==> config.mk <==
export PLATFORM = sky130hd
export DESIGN_NAME = string_wave_point_evolve
export DESIGN_NICKNAME = d
export VERILOG_FILES = /design/src/swpe_pkg.sv /design/src/swpe_div.sv /design/src/swpe_cordic.sv /design/src/string_wave_point_evolve.sv
export SDC_FILE = /design/constraint.sdc
export NUM_CORES = 2
export LEC_CHECK = 0
export ABC_AREA = 1
export BUFFER_PORTS_ARGS = -buffer_cell sky130_fd_sc_hd__buf_2
export CAP_MARGIN = 20
export CORE_MARGIN = 5
export CORE_UTILIZATION = 35
export CTS_BUF_LIST = sky130_fd_sc_hd__clkbuf_16
export DETAILED_ROUTE_END_ITERATION = 12
export GPL_TIMING_DRIVEN = 0
export HOLD_SLACK_MARGIN = 0.15
export PLACE_DENSITY_LB_ADDON = 0.05
export SKIP_CTS_REPAIR_TIMING = 1
export SYNTH_ARGS = -nofsm -noshare
export SYNTH_HDL_FRONTEND = slang
export SYNTH_SLANG_ARGS = --single-unit
==> constraint.sdc <==
create_clock -name aclk -period 13.2 [get_ports aclk]
set_input_delay 2.64 -clock aclk [delete_from_list [all_inputs] [get_ports aclk]]
set_output_delay 2.64 -clock aclk [all_outputs]
set_load 0.005 [all_outputs]
==> src/swpe_pkg.sv <==
`timescale 1ns / 1ps
`default_nettype none
// ----------------------------------------------------------------------------
// swpe_pkg
// Types, constants and the CORDIC angle table for the string point evolver.
// ----------------------------------------------------------------------------
package swpe_pkg;

    localparam int REG_W      = 21;              // config registers and point index
    localparam int PHASE_W    = 32;              // Q0.32 fraction of a turn
    localparam int DVD_W      = REG_W + PHASE_W; // (index - 1) << 32
    localparam int VAL_W      = 32;              // Q3.28 displacement
    localparam int CORDIC_W   = 34;              // Q2.30 with headroom
    localparam int CORDIC_ITERS = 30;
    localparam int ITER_W     = 5;
    localparam int DIV_CNT_W  = 6;

    localparam logic signed [CORDIC_W-1:0] CORDIC_GAIN = 34'sd652032874;
    localparam logic signed [26:0]         COEF_Q28    = -27'sd48318384;

    localparam logic [1:0] REG_NUM_POINTS = 2'd0;
    localparam logic [1:0] REG_NUM_STEPS  = 2'd1;

    typedef enum logic [2:0] {
        ST_IDLE,
        ST_DIV,
        ST_SINE,
        ST_STEP,
        ST_OUT
    } state_t;

    // atan(2^-i) as a Q0.32 fraction of a turn
    function automatic logic [29:0] atan_turn(input logic [ITER_W-1:0] i);
        logic [29:0] a;
        case (i)
            5'd0:  a = 30'h20000000;
            5'd1:  a = 30'h12E4051E;
            5'd2:  a = 30'h09FB385B;
            5'd3:  a = 30'h051111D4;
            5'd4:  a = 30'h028B0D43;
            5'd5:  a = 30'h0145D7E1;
            5'd6:  a = 30'h00A2F61E;
            5'd7:  a = 30'h00517C55;
            5'd8:  a = 30'h0028BE53;
            5'd9:  a = 30'h00145F2F;
            5'd10: a = 30'h000A2F98;
            5'd11: a = 30'h000517CC;
            5'd12: a = 30'h00028BE6;
            5'd13: a = 30'h000145F3;
            5'd14: a = 30'h0000A2FA;
            5'd15: a = 30'h0000517D;
            5'd16: a = 30'h000028BE;
            5'd17: a = 30'h0000145F;
            5'd18: a = 30'h00000A30;
            5'd19: a = 30'h00000518;
            5'd20: a = 30'h0000028C;
            5'd21: a = 30'h00000146;
            5'd22: a = 30'h000000A3;
            5'd23: a = 30'h00000051;
            5'd24: a = 30'h00000029;
            5'd25: a = 30'h00000014;
            5'd26: a = 30'h0000000A;
            5'd27: a = 30'h00000005;
            5'd28: a = 30'h00000003;
            5'd29: a = 30'h00000001;
            default: a = 30'h0;
        endcase
        return a;
    endfunction

endpackage
`default_nettype wire

==> src/swpe_div.sv <==
`timescale 1ns / 1ps
`default_nettype none
// ----------------------------------------------------------------------------
// swpe_div
// Restoring divider, one quotient bit per cycle: phase = ((idx-1) << 32) / d,
// low 32 quotient bits kept.
// ----------------------------------------------------------------------------
module swpe_div (
    input  wire logic                          aclk,
    input  wire logic                          aresetn,
    input  wire logic                          start,
    input  wire logic [swpe_pkg::REG_W-1:0]    dividend_hi,
    input  wire logic [swpe_pkg::REG_W-1:0]    divisor,
    output logic                               done,
    output logic [swpe_pkg::PHASE_W-1:0]       quotient
);
    import swpe_pkg::*;

    logic [DVD_W-1:0]     dvd_reg, dvd_next;
    logic [REG_W-1:0]     dsr_reg, dsr_next;
    logic [REG_W-1:0]     rem_reg, rem_next;
    logic [PHASE_W-1:0]   quot_reg, quot_next;
    logic [DIV_CNT_W-1:0] cnt_reg, cnt_next;
    logic                 busy_reg, busy_next;
    logic                 done_reg, done_next;
    logic [REG_W:0]       trial;
    logic                 fits;

    assign trial = {rem_reg, dvd_reg[DVD_W-1]};
    assign fits  = trial >= {1'b0, dsr_reg};

    always_comb begin
        dvd_next  = dvd_reg;
        dsr_next  = dsr_reg;
        rem_next  = rem_reg;
        quot_next = quot_reg;
        cnt_next  = cnt_reg;
        busy_next = busy_reg;
        done_next = 1'b0;
        if (start) begin
            dvd_next  = {dividend_hi, {PHASE_W{1'b0}}};
            dsr_next  = divisor;
            rem_next  = '0;
            quot_next = '0;
            cnt_next  = '0;
            busy_next = 1'b1;
        end else if (busy_reg) begin
            dvd_next  = {dvd_reg[DVD_W-2:0], 1'b0};
            rem_next  = fits ? REG_W'(trial - {1'b0, dsr_reg}) : trial[REG_W-1:0];
            quot_next = {quot_reg[PHASE_W-2:0], fits};
            cnt_next  = cnt_reg + 1'b1;
            if (cnt_reg == DIV_CNT_W'(DVD_W - 1)) begin
                busy_next = 1'b0;
                done_next = 1'b1;
            end
        end
    end

    always_ff @(posedge aclk) begin
        if (!aresetn) begin
            busy_reg <= 1'b0;
            done_reg <= 1'b0;
            cnt_reg  <= '0;
        end else begin
            busy_reg <= busy_next;
            done_reg <= done_next;
            cnt_reg  <= cnt_next;
        end
    end

    always_ff @(posedge aclk) begin
        dvd_reg  <= dvd_next;
        dsr_reg  <= dsr_next;
        rem_reg  <= rem_next;
        quot_reg <= quot_next;
    end

    assign done     = done_reg;
    assign quotient = quot_reg;

endmodule
`default_nettype wire

==> src/swpe_cordic.sv <==
`timescale 1ns / 1ps
`default_nettype none
// ----------------------------------------------------------------------------
// swpe_cordic
// Rotation-mode CORDIC, one iteration per cycle, sine of a Q0.32 turn in Q3.28.
// ----------------------------------------------------------------------------
module swpe_cordic (
    input  wire logic                          aclk,
    input  wire logic                          aresetn,
    input  wire logic                          start,
    input  wire logic [swpe_pkg::PHASE_W-1:0]  phase,
    output logic                               done,
    output logic signed [swpe_pkg::VAL_W-1:0]  sine
);
    import swpe_pkg::*;

    logic signed [CORDIC_W-1:0] x_reg, x_next;
    logic signed [CORDIC_W-1:0] y_reg, y_next;
    logic signed [CORDIC_W-1:0] z_reg, z_next;
    logic [1:0]                 quad_reg, quad_next;
    logic [ITER_W-1:0]          iter_reg, iter_next;
    logic                       busy_reg, busy_next;
    logic                       done_reg, done_next;
    logic signed [CORDIC_W-1:0] dx, dy, da;
    logic signed [CORDIC_W:0]   s_sel, s_rnd, s_clip;

    localparam logic signed [CORDIC_W:0] S_MAX = 35'sd268435456;

    assign dx = y_reg >>> iter_reg;
    assign dy = x_reg >>> iter_reg;
    assign da = signed'({{(CORDIC_W-30){1'b0}}, atan_turn(iter_reg)});

    always_comb begin
        x_next    = x_reg;
        y_next    = y_reg;
        z_next    = z_reg;
        quad_next = quad_reg;
        iter_next = iter_reg;
        busy_next = busy_reg;
        done_next = 1'b0;
        if (start) begin
            x_next    = CORDIC_GAIN;
            y_next    = '0;
            z_next    = signed'({{(CORDIC_W-30){1'b0}}, phase[29:0]});
            quad_next = phase[31:30];
            iter_next = '0;
            busy_next = 1'b1;
        end else if (busy_reg) begin
            if (!z_reg[CORDIC_W-1]) begin
                x_next = x_reg - dx;
                y_next = y_reg + dy;
                z_next = z_reg - da;
            end else begin
                x_next = x_reg + dx;
                y_next = y_reg - dy;
                z_next = z_reg + da;
            end
            iter_next = iter_reg + 1'b1;
            if (iter_reg == ITER_W'(CORDIC_ITERS - 1)) begin
                busy_next = 1'b0;
                done_next = 1'b1;
            end
        end
    end

    // fold the quadrant back in, round Q2.30 to Q3.28, clamp to +/-1.0
    always_comb begin
        case (quad_reg)
            2'd0:    s_sel = (CORDIC_W+1)'(y_reg);
            2'd1:    s_sel = (CORDIC_W+1)'(x_reg);
            2'd2:    s_sel = -((CORDIC_W+1)'(y_reg));
            default: s_sel = -((CORDIC_W+1)'(x_reg));
        endcase
        s_rnd = (s_sel + 35'sd2) >>> 2;
        if (s_rnd > S_MAX)
            s_clip = S_MAX;
        else if (s_rnd < -S_MAX)
            s_clip = -S_MAX;
        else
            s_clip = s_rnd;
    end

    always_ff @(posedge aclk) begin
        if (!aresetn) begin
            busy_reg <= 1'b0;
            done_reg <= 1'b0;
            iter_reg <= '0;
        end else begin
            busy_reg <= busy_next;
            done_reg <= done_next;
            iter_reg <= iter_next;
        end
    end

    always_ff @(posedge aclk) begin
        x_reg    <= x_next;
        y_reg    <= y_next;
        z_reg    <= z_next;
        quad_reg <= quad_next;
    end

    assign done = done_reg;
    assign sine = VAL_W'(s_clip);

endmodule
`default_nettype wire

==> src/string_wave_point_evolve.sv <==
`timescale 1ns / 1ps
`default_nettype none
// ----------------------------------------------------------------------------
// string_wave_point_evolve
// Flow: an accepted request runs the divider, then the CORDIC, then num_steps time
//   steps (none with zero steps, or at an end point, which is pinned to zero), then loads the output register.
// Handshake: s_tready is high only while idle, so the next request waits for this one;
//   a stalled m_tready holds a new result in ST_OUT until the previous one is taken.
// Reset: synchronous, active low; num_points resets to 20, num_steps to 1.
// ----------------------------------------------------------------------------
module string_wave_point_evolve #(
    parameter int MAX_POINTS = 1048576,
    parameter int MAX_STEPS  = 1048576
) (
    input  wire logic        aclk,
    input  wire logic        aresetn,
    input  wire logic        cfg_wr_en,
    input  wire logic [1:0]  cfg_addr,
    input  wire logic [20:0] cfg_wdata,
    input  wire logic        s_tvalid,
    output logic             s_tready,
    input  wire logic [23:0] s_tdata,   // [20:0] point_index, [23:21] zero
    output logic             m_tvalid,
    input  wire logic        m_tready,
    output logic [31:0]      m_tdata    // [31:0] final_value
);
    import swpe_pkg::*;

    state_t state_reg, state_next;

    logic [REG_W-1:0]        num_points_reg, num_steps_reg;
    logic [REG_W-1:0]        idx_eff, n_eff, steps_eff, denom;
    logic                    in_accept;

    logic                    is_end_reg, is_end_next;
    logic [REG_W-1:0]        steps_reg, steps_next;
    logic [REG_W-1:0]        cnt_reg, cnt_next;
    logic signed [VAL_W-1:0] v_reg, v_next;
    logic signed [VAL_W-1:0] prev_reg, prev_next;
    logic                    m_valid_reg, m_valid_next;
    logic [VAL_W-1:0]        m_data_reg, m_data_next;

    logic                    div_done, cordic_done;
    logic [PHASE_W-1:0]      phase;
    logic signed [VAL_W-1:0] sine;

    logic signed [58:0]      prod_full, prod_rnd;
    logic signed [33:0]      sum;
    logic signed [VAL_W-1:0] v_step;

    // clamp the registers and the index as the request is taken
    always_comb begin
        idx_eff   = (s_tdata[REG_W-1:0] == '0) ? REG_W'(1) : s_tdata[REG_W-1:0];
        n_eff     = (32'(num_points_reg) > 32'(MAX_POINTS)) ? REG_W'(MAX_POINTS)
                                                            : num_points_reg;
        steps_eff = (32'(num_steps_reg) > 32'(MAX_STEPS)) ? REG_W'(MAX_STEPS)
                                                          : num_steps_reg;
        denom     = (n_eff >= REG_W'(2)) ? n_eff - 1'b1 : REG_W'(1);
    end

    assign in_accept = s_tvalid && s_tready;

    swpe_div u_div (
        .aclk        (aclk),
        .aresetn     (aresetn),
        .start       (in_accept),
        .dividend_hi (idx_eff - 1'b1),
        .divisor     (denom),
        .done        (div_done),
        .quotient    (phase)
    );

    swpe_cordic u_cordic (
        .aclk    (aclk),
        .aresetn (aresetn),
        .start   (div_done),
        .phase   (phase),
        .done    (cordic_done),
        .sine    (sine)
    );

    // one time step: 2v - prev + round(c * v), saturated
    always_comb begin
        prod_full = 59'(COEF_Q28) * 59'(v_reg);
        prod_rnd  = (prod_full + 59'sd134217728) >>> 28;
        sum       = 34'(v_reg) + 34'(v_reg) - 34'(prev_reg) + 34'(prod_rnd);
        if (sum > 34'sd2147483647)
            v_step = 32'sh7FFFFFFF;
        else if (sum < -34'sd2147483648)
            v_step = 32'sh80000000;
        else
            v_step = sum[31:0];
    end

    always_comb begin
        state_next   = state_reg;
        is_end_next  = is_end_reg;
        steps_next   = steps_reg;
        cnt_next     = cnt_reg;
        v_next       = v_reg;
        prev_next    = prev_reg;
        m_valid_next = m_valid_reg && !m_tready;
        m_data_next  = m_data_reg;
        unique case (state_reg)
            ST_IDLE: begin
                if (s_tvalid) begin
                    is_end_next = (idx_eff == REG_W'(1)) || (idx_eff == n_eff);
                    steps_next  = steps_eff;
                    state_next  = ST_DIV;
                end
            end
            ST_DIV: begin
                if (div_done)
                    state_next = ST_SINE;
            end
            ST_SINE: begin
                if (cordic_done) begin
                    v_next    = sine;
                    prev_next = sine;
                    cnt_next  = steps_reg;
                    if (steps_reg == '0) begin
                        state_next = ST_OUT;
                    end else if (is_end_reg) begin
                        v_next     = '0;
                        state_next = ST_OUT;
                    end else begin
                        state_next = ST_STEP;
                    end
                end
            end
            ST_STEP: begin
                v_next    = v_step;
                prev_next = v_reg;
                cnt_next  = cnt_reg - 1'b1;
                if (cnt_reg == REG_W'(1))
                    state_next = ST_OUT;
            end
            ST_OUT: begin
                // hold until the output register is free
                if (!m_valid_reg || m_tready) begin
                    m_data_next  = v_reg;
                    m_valid_next = 1'b1;
                    state_next   = ST_IDLE;
                end
            end
            default: state_next = ST_IDLE;
        endcase
    end

    always_ff @(posedge aclk) begin
        if (!aresetn)
            state_reg <= ST_IDLE;
        else
            state_reg <= state_next;
    end

    always_ff @(posedge aclk) begin
        if (!aresetn) begin
            num_points_reg <= REG_W'(20);
            num_steps_reg  <= REG_W'(1);
            m_valid_reg    <= 1'b0;
            cnt_reg        <= '0;
            is_end_reg     <= 1'b0;
            steps_reg      <= '0;
        end else begin
            if (cfg_wr_en && cfg_addr == REG_NUM_POINTS)
                num_points_reg <= cfg_wdata;
            if (cfg_wr_en && cfg_addr == REG_NUM_STEPS)
                num_steps_reg <= cfg_wdata;
            m_valid_reg <= m_valid_next;
            cnt_reg     <= cnt_next;
            is_end_reg  <= is_end_next;
            steps_reg   <= steps_next;
        end
    end

    always_ff @(posedge aclk) begin
        v_reg      <= v_next;
        prev_reg   <= prev_next;
        m_data_reg <= m_data_next;
    end

    assign s_tready = (state_reg == ST_IDLE);
    assign m_tvalid = m_valid_reg;
    assign m_tdata  = m_data_reg;

`ifndef SYNTH
    a_accept_starts_div: assert property (@(posedge aclk) disable iff (!aresetn)
        in_accept |=> state_reg == ST_DIV)
        else $error("request accepted but divider not running");

    a_div_done_in_div: assert property (@(posedge aclk) disable iff (!aresetn)
        div_done |-> state_reg == ST_DIV)
        else $error("divider finished outside its phase");

    a_cordic_done_in_sine: assert property (@(posedge aclk) disable iff (!aresetn)
        cordic_done |-> state_reg == ST_SINE)
        else $error("CORDIC finished outside its phase");

    a_step_cnt_nonzero: assert property (@(posedge aclk) disable iff (!aresetn)
        state_reg == ST_STEP |-> cnt_reg != '0)
        else $error("time step loop entered with zero count");

    a_out_loads_valid: assert property (@(posedge aclk) disable iff (!aresetn)
        (state_reg == ST_OUT && (!m_valid_reg || m_tready)) |=> m_tvalid)
        else $error("result not presented after final step");
`endif

endmodule
`default_nettype wire

==> reports/qor.csv <==
metric,value,unit
outcome,"complete, no violations",
worst path required time,13.59,ns
Final Hold Violating Endpoints,0,
Rows,142,
cells after synthesis,7331,
Max-Cap Viols,0,
period utilization,94.6,%
ys flop type,dfxtp_1,
largest cells by area after synthesis,"fa_1 13%, ha_1 13%, nand2_1 11%",
Yosys cell types,70,
DIE HEIGHT,397,um
DP Wirelength,180000,um
CTS Buf Count,54,
syn nets,8255,
final setup fails,0,
Tot GR Track Use,26.8,%
"reg-to-reg slack, setup",0.72,ns
worst setup path endpoint,v_reg[23]$_DFFE_PP_,
"slowest stage delay, CP",0.90,ns
die area,157000,um^2
"EDFF count, synth",170,
"most used cell, CP",nand2_1,
Tmin final,12.48,ns
first drt pass iteration count,7,
"FF+latch count, synth",429,
cell area after synthesis,52400,um^2
vias in the first global route,48762,
initial antenna violation count,1,
max-slew violations,0,
Peak Freq,80.1,MHz
Remaining DRCs,0,
worst min path class,flip-flop to flip-flop,
reg2reg start,v_reg[11]$_DFFE_PP_,
Worst Clk Skew,0.0252,ns
total gr overflow,0,
Yosys top cell area share,13.3,%
"Worst Path Class, Setup",flip-flop to flip-flop,
first-pass GRT wire length,318000,um
Routed Wire Length,216000,um
1st-iter DRT viols,4180,
detail-routed via count per cell,5.20,
Routability Congestion,0.975,
share of the yosys chip area belonging to registers,19.6,%
CP max stage cell,edfxtp_1,
remaining antenna violation count after routing,0,
headroom to the max-slew limit,18.5,%
Initial Util,35.1,%
Via Count,49272,
crit-path max FO,11,
NumNets Final,8411,
Core Box Area,149000,um^2
largest net degree at the start of global routing,55,
Worst Path Arrival,12.87,ns
share of cells above drive strength 1,5.07,%
"Warnings, synthesis",0,
TNS Setup,0,ns
Synth area leader,fa_1,
PortBufs,82,
root buf cell,clkbuf_16,
CP Capture Type,flip-flop,
RSZ-0062 raised after global routing,false,
clk sink count,429,
synthesis-to-finish area growth,9.64,%
clk_lat worst skew,0.67,ns
ys async rst share,0,%
CP startpoint kind,flip-flop,
cells on worst reg2reg path,40,
die width,397,um
crit path from,v_reg[11]$_DFFE_PP_,
CTS tree,done,
Reg-to-Reg End,v_reg[23]$_DFFE_PP_,
Worst-Margin Slew,1.22,ns
io pins,86,
H-tree levels,2,
clk slew on worst S/H paths,0.06,ns
maximum root-to-sink buffer count,3,
Avg WL per Cell,22.8,um
Syn Area/Cell,7.14,um^2
[layout by cell type (no fill, tap or decap), types with 27 or more instances in the layout]
master and instances:
fa_1 348, mux2i_1 53, a21boi_0 27, buf_2 121, edfxtp_1 170, nor2_1 595
xnor2_1 99, inv_1 1350, nand3_1 307, nand2_1 1503, dfxtp_1 259, or2_2 49
nor3_1 69, clkbuf_1 112, buf_1 30, o21a_1 44, o22ai_1 29, a31oi_1 63
o21ai_0 507, nand4_1 125, clkbuf_16 57, xor2_1 178, a21oi_1 435, ha_1 524
a22oi_1 33, nor4_1 38, o21ai_1 45, o211ai_1 64
[cell usage after synthesis (all sizes together) (2+ instances only)]
cell        n
a31oi      63
a221oi     13
edfxtp    170
nor3b       6
o21ai     552
ha        524
a21boi     27
nor2      627
a2111oi     3
a211oi     11
o22a        4
mux2i      53
nor3       71
clkinv      6
nand3b      8
o31ai       8
xnor2      99
or2        49
a32oi       2
o211ai     64
fa        348
o21a       44
o211a       2
nand3     312
and3        4
a21o       14
nand4     125
clkbuf    115
o21bai     22
xor2      179
o41ai       2
inv      1351
and2        5
buf        88
a41oi       2
dfxtp     259
a32o        2
o22ai      29
a21oi     458
a22oi      33
o221ai     16
a31o        2
nor4       38
nand2    1510
a311oi      3
[metal layers]
layer  global-route usage, %  vias up  share of wire [%]
li1                        -    24153                  -
met1                    36.4    23509                 46
met2                    45.2     1324                 47
met3                    2.68      286                4.6
met4                    7.84        0                3.2
met5                       0        -                  0
[cell families after synthesis]
family	Yosys count	share of synthesized area, %
DFF	429	19.6
adders and majority gates	872	25.8
buffers and inverters	1560	11.5
AOI/OAI and AO/OA	1383	15.1
muxes	53	1.01
xor gates and xnor gates	278	4.66
and+or+nand+nor	2756	22.2
[area by class of cell]
type	instances	area, um^2
Clock buffer	57	1430
Sequential cell	429	10300
Inverter	1357	5100
Fill cell	16308	91800
Buffer	203	941
Tap cell	1944	2430
Antenna cell	1	2.50
Timing Repair Buffer	100	728
Clock inverter	45	439
Multi-Input combinational cell	5342	36100
[critical path: cells and delay by family (launching register included)]
kind,cells,cell delay (ns)
flops,1,0.90
compound gates,6,1.24
simple gates,13,3.32
xor+xnor,3,0.84
fa+ha+maj,10,4.83
buf+inv,8,1.07
[through the flow]
stage	std cells	setup slack (ns)	util [%]	area [um^2]	hold slack, ns
5_1_grt	9477	0.0243	38.5	57400	0.464
3_5_place_dp	9373	0.707	37.2	55500	0.419
3_3_place_gp	9357	0.634	37.0	55200	0.420
6_report	9478	0.719	38.5	57400	0.419
4_1_cts	9475	0.680	38.4	57400	0.432
2_1_floorplan	7331	3.54	-	52400	0.409
[how the worst min path moves through the flow]
stage	start	end	slack, ns	cells after the start
floorplan	u_div.quotient[31]$_SDFFE_PP0P_	u_cordic.quad_reg[1]$_DFFE_PP_	0.41	0
global placement	u_div.quotient[31]$_SDFFE_PP0P_	u_cordic.quad_reg[1]$_DFFE_PP_	0.42	0
detailed placement	u_div.quotient[31]$_SDFFE_PP0P_	u_cordic.quad_reg[1]$_DFFE_PP_	0.42	0
CTS	u_div.quotient[31]$_SDFFE_PP0P_	u_cordic.quad_reg[1]$_DFFE_PP_	0.43	0
global route	u_div.quotient[31]$_SDFFE_PP0P_	u_cordic.quad_reg[1]$_DFFE_PP_	0.46	0
finish	u_div.quotient[31]$_SDFFE_PP0P_	u_cordic.quad_reg[1]$_DFFE_PP_	0.42	0
Power is left out: the tool's default activity adds up to more than one toggle a clock period on the data nets, which glitch-free logic cannot reach.
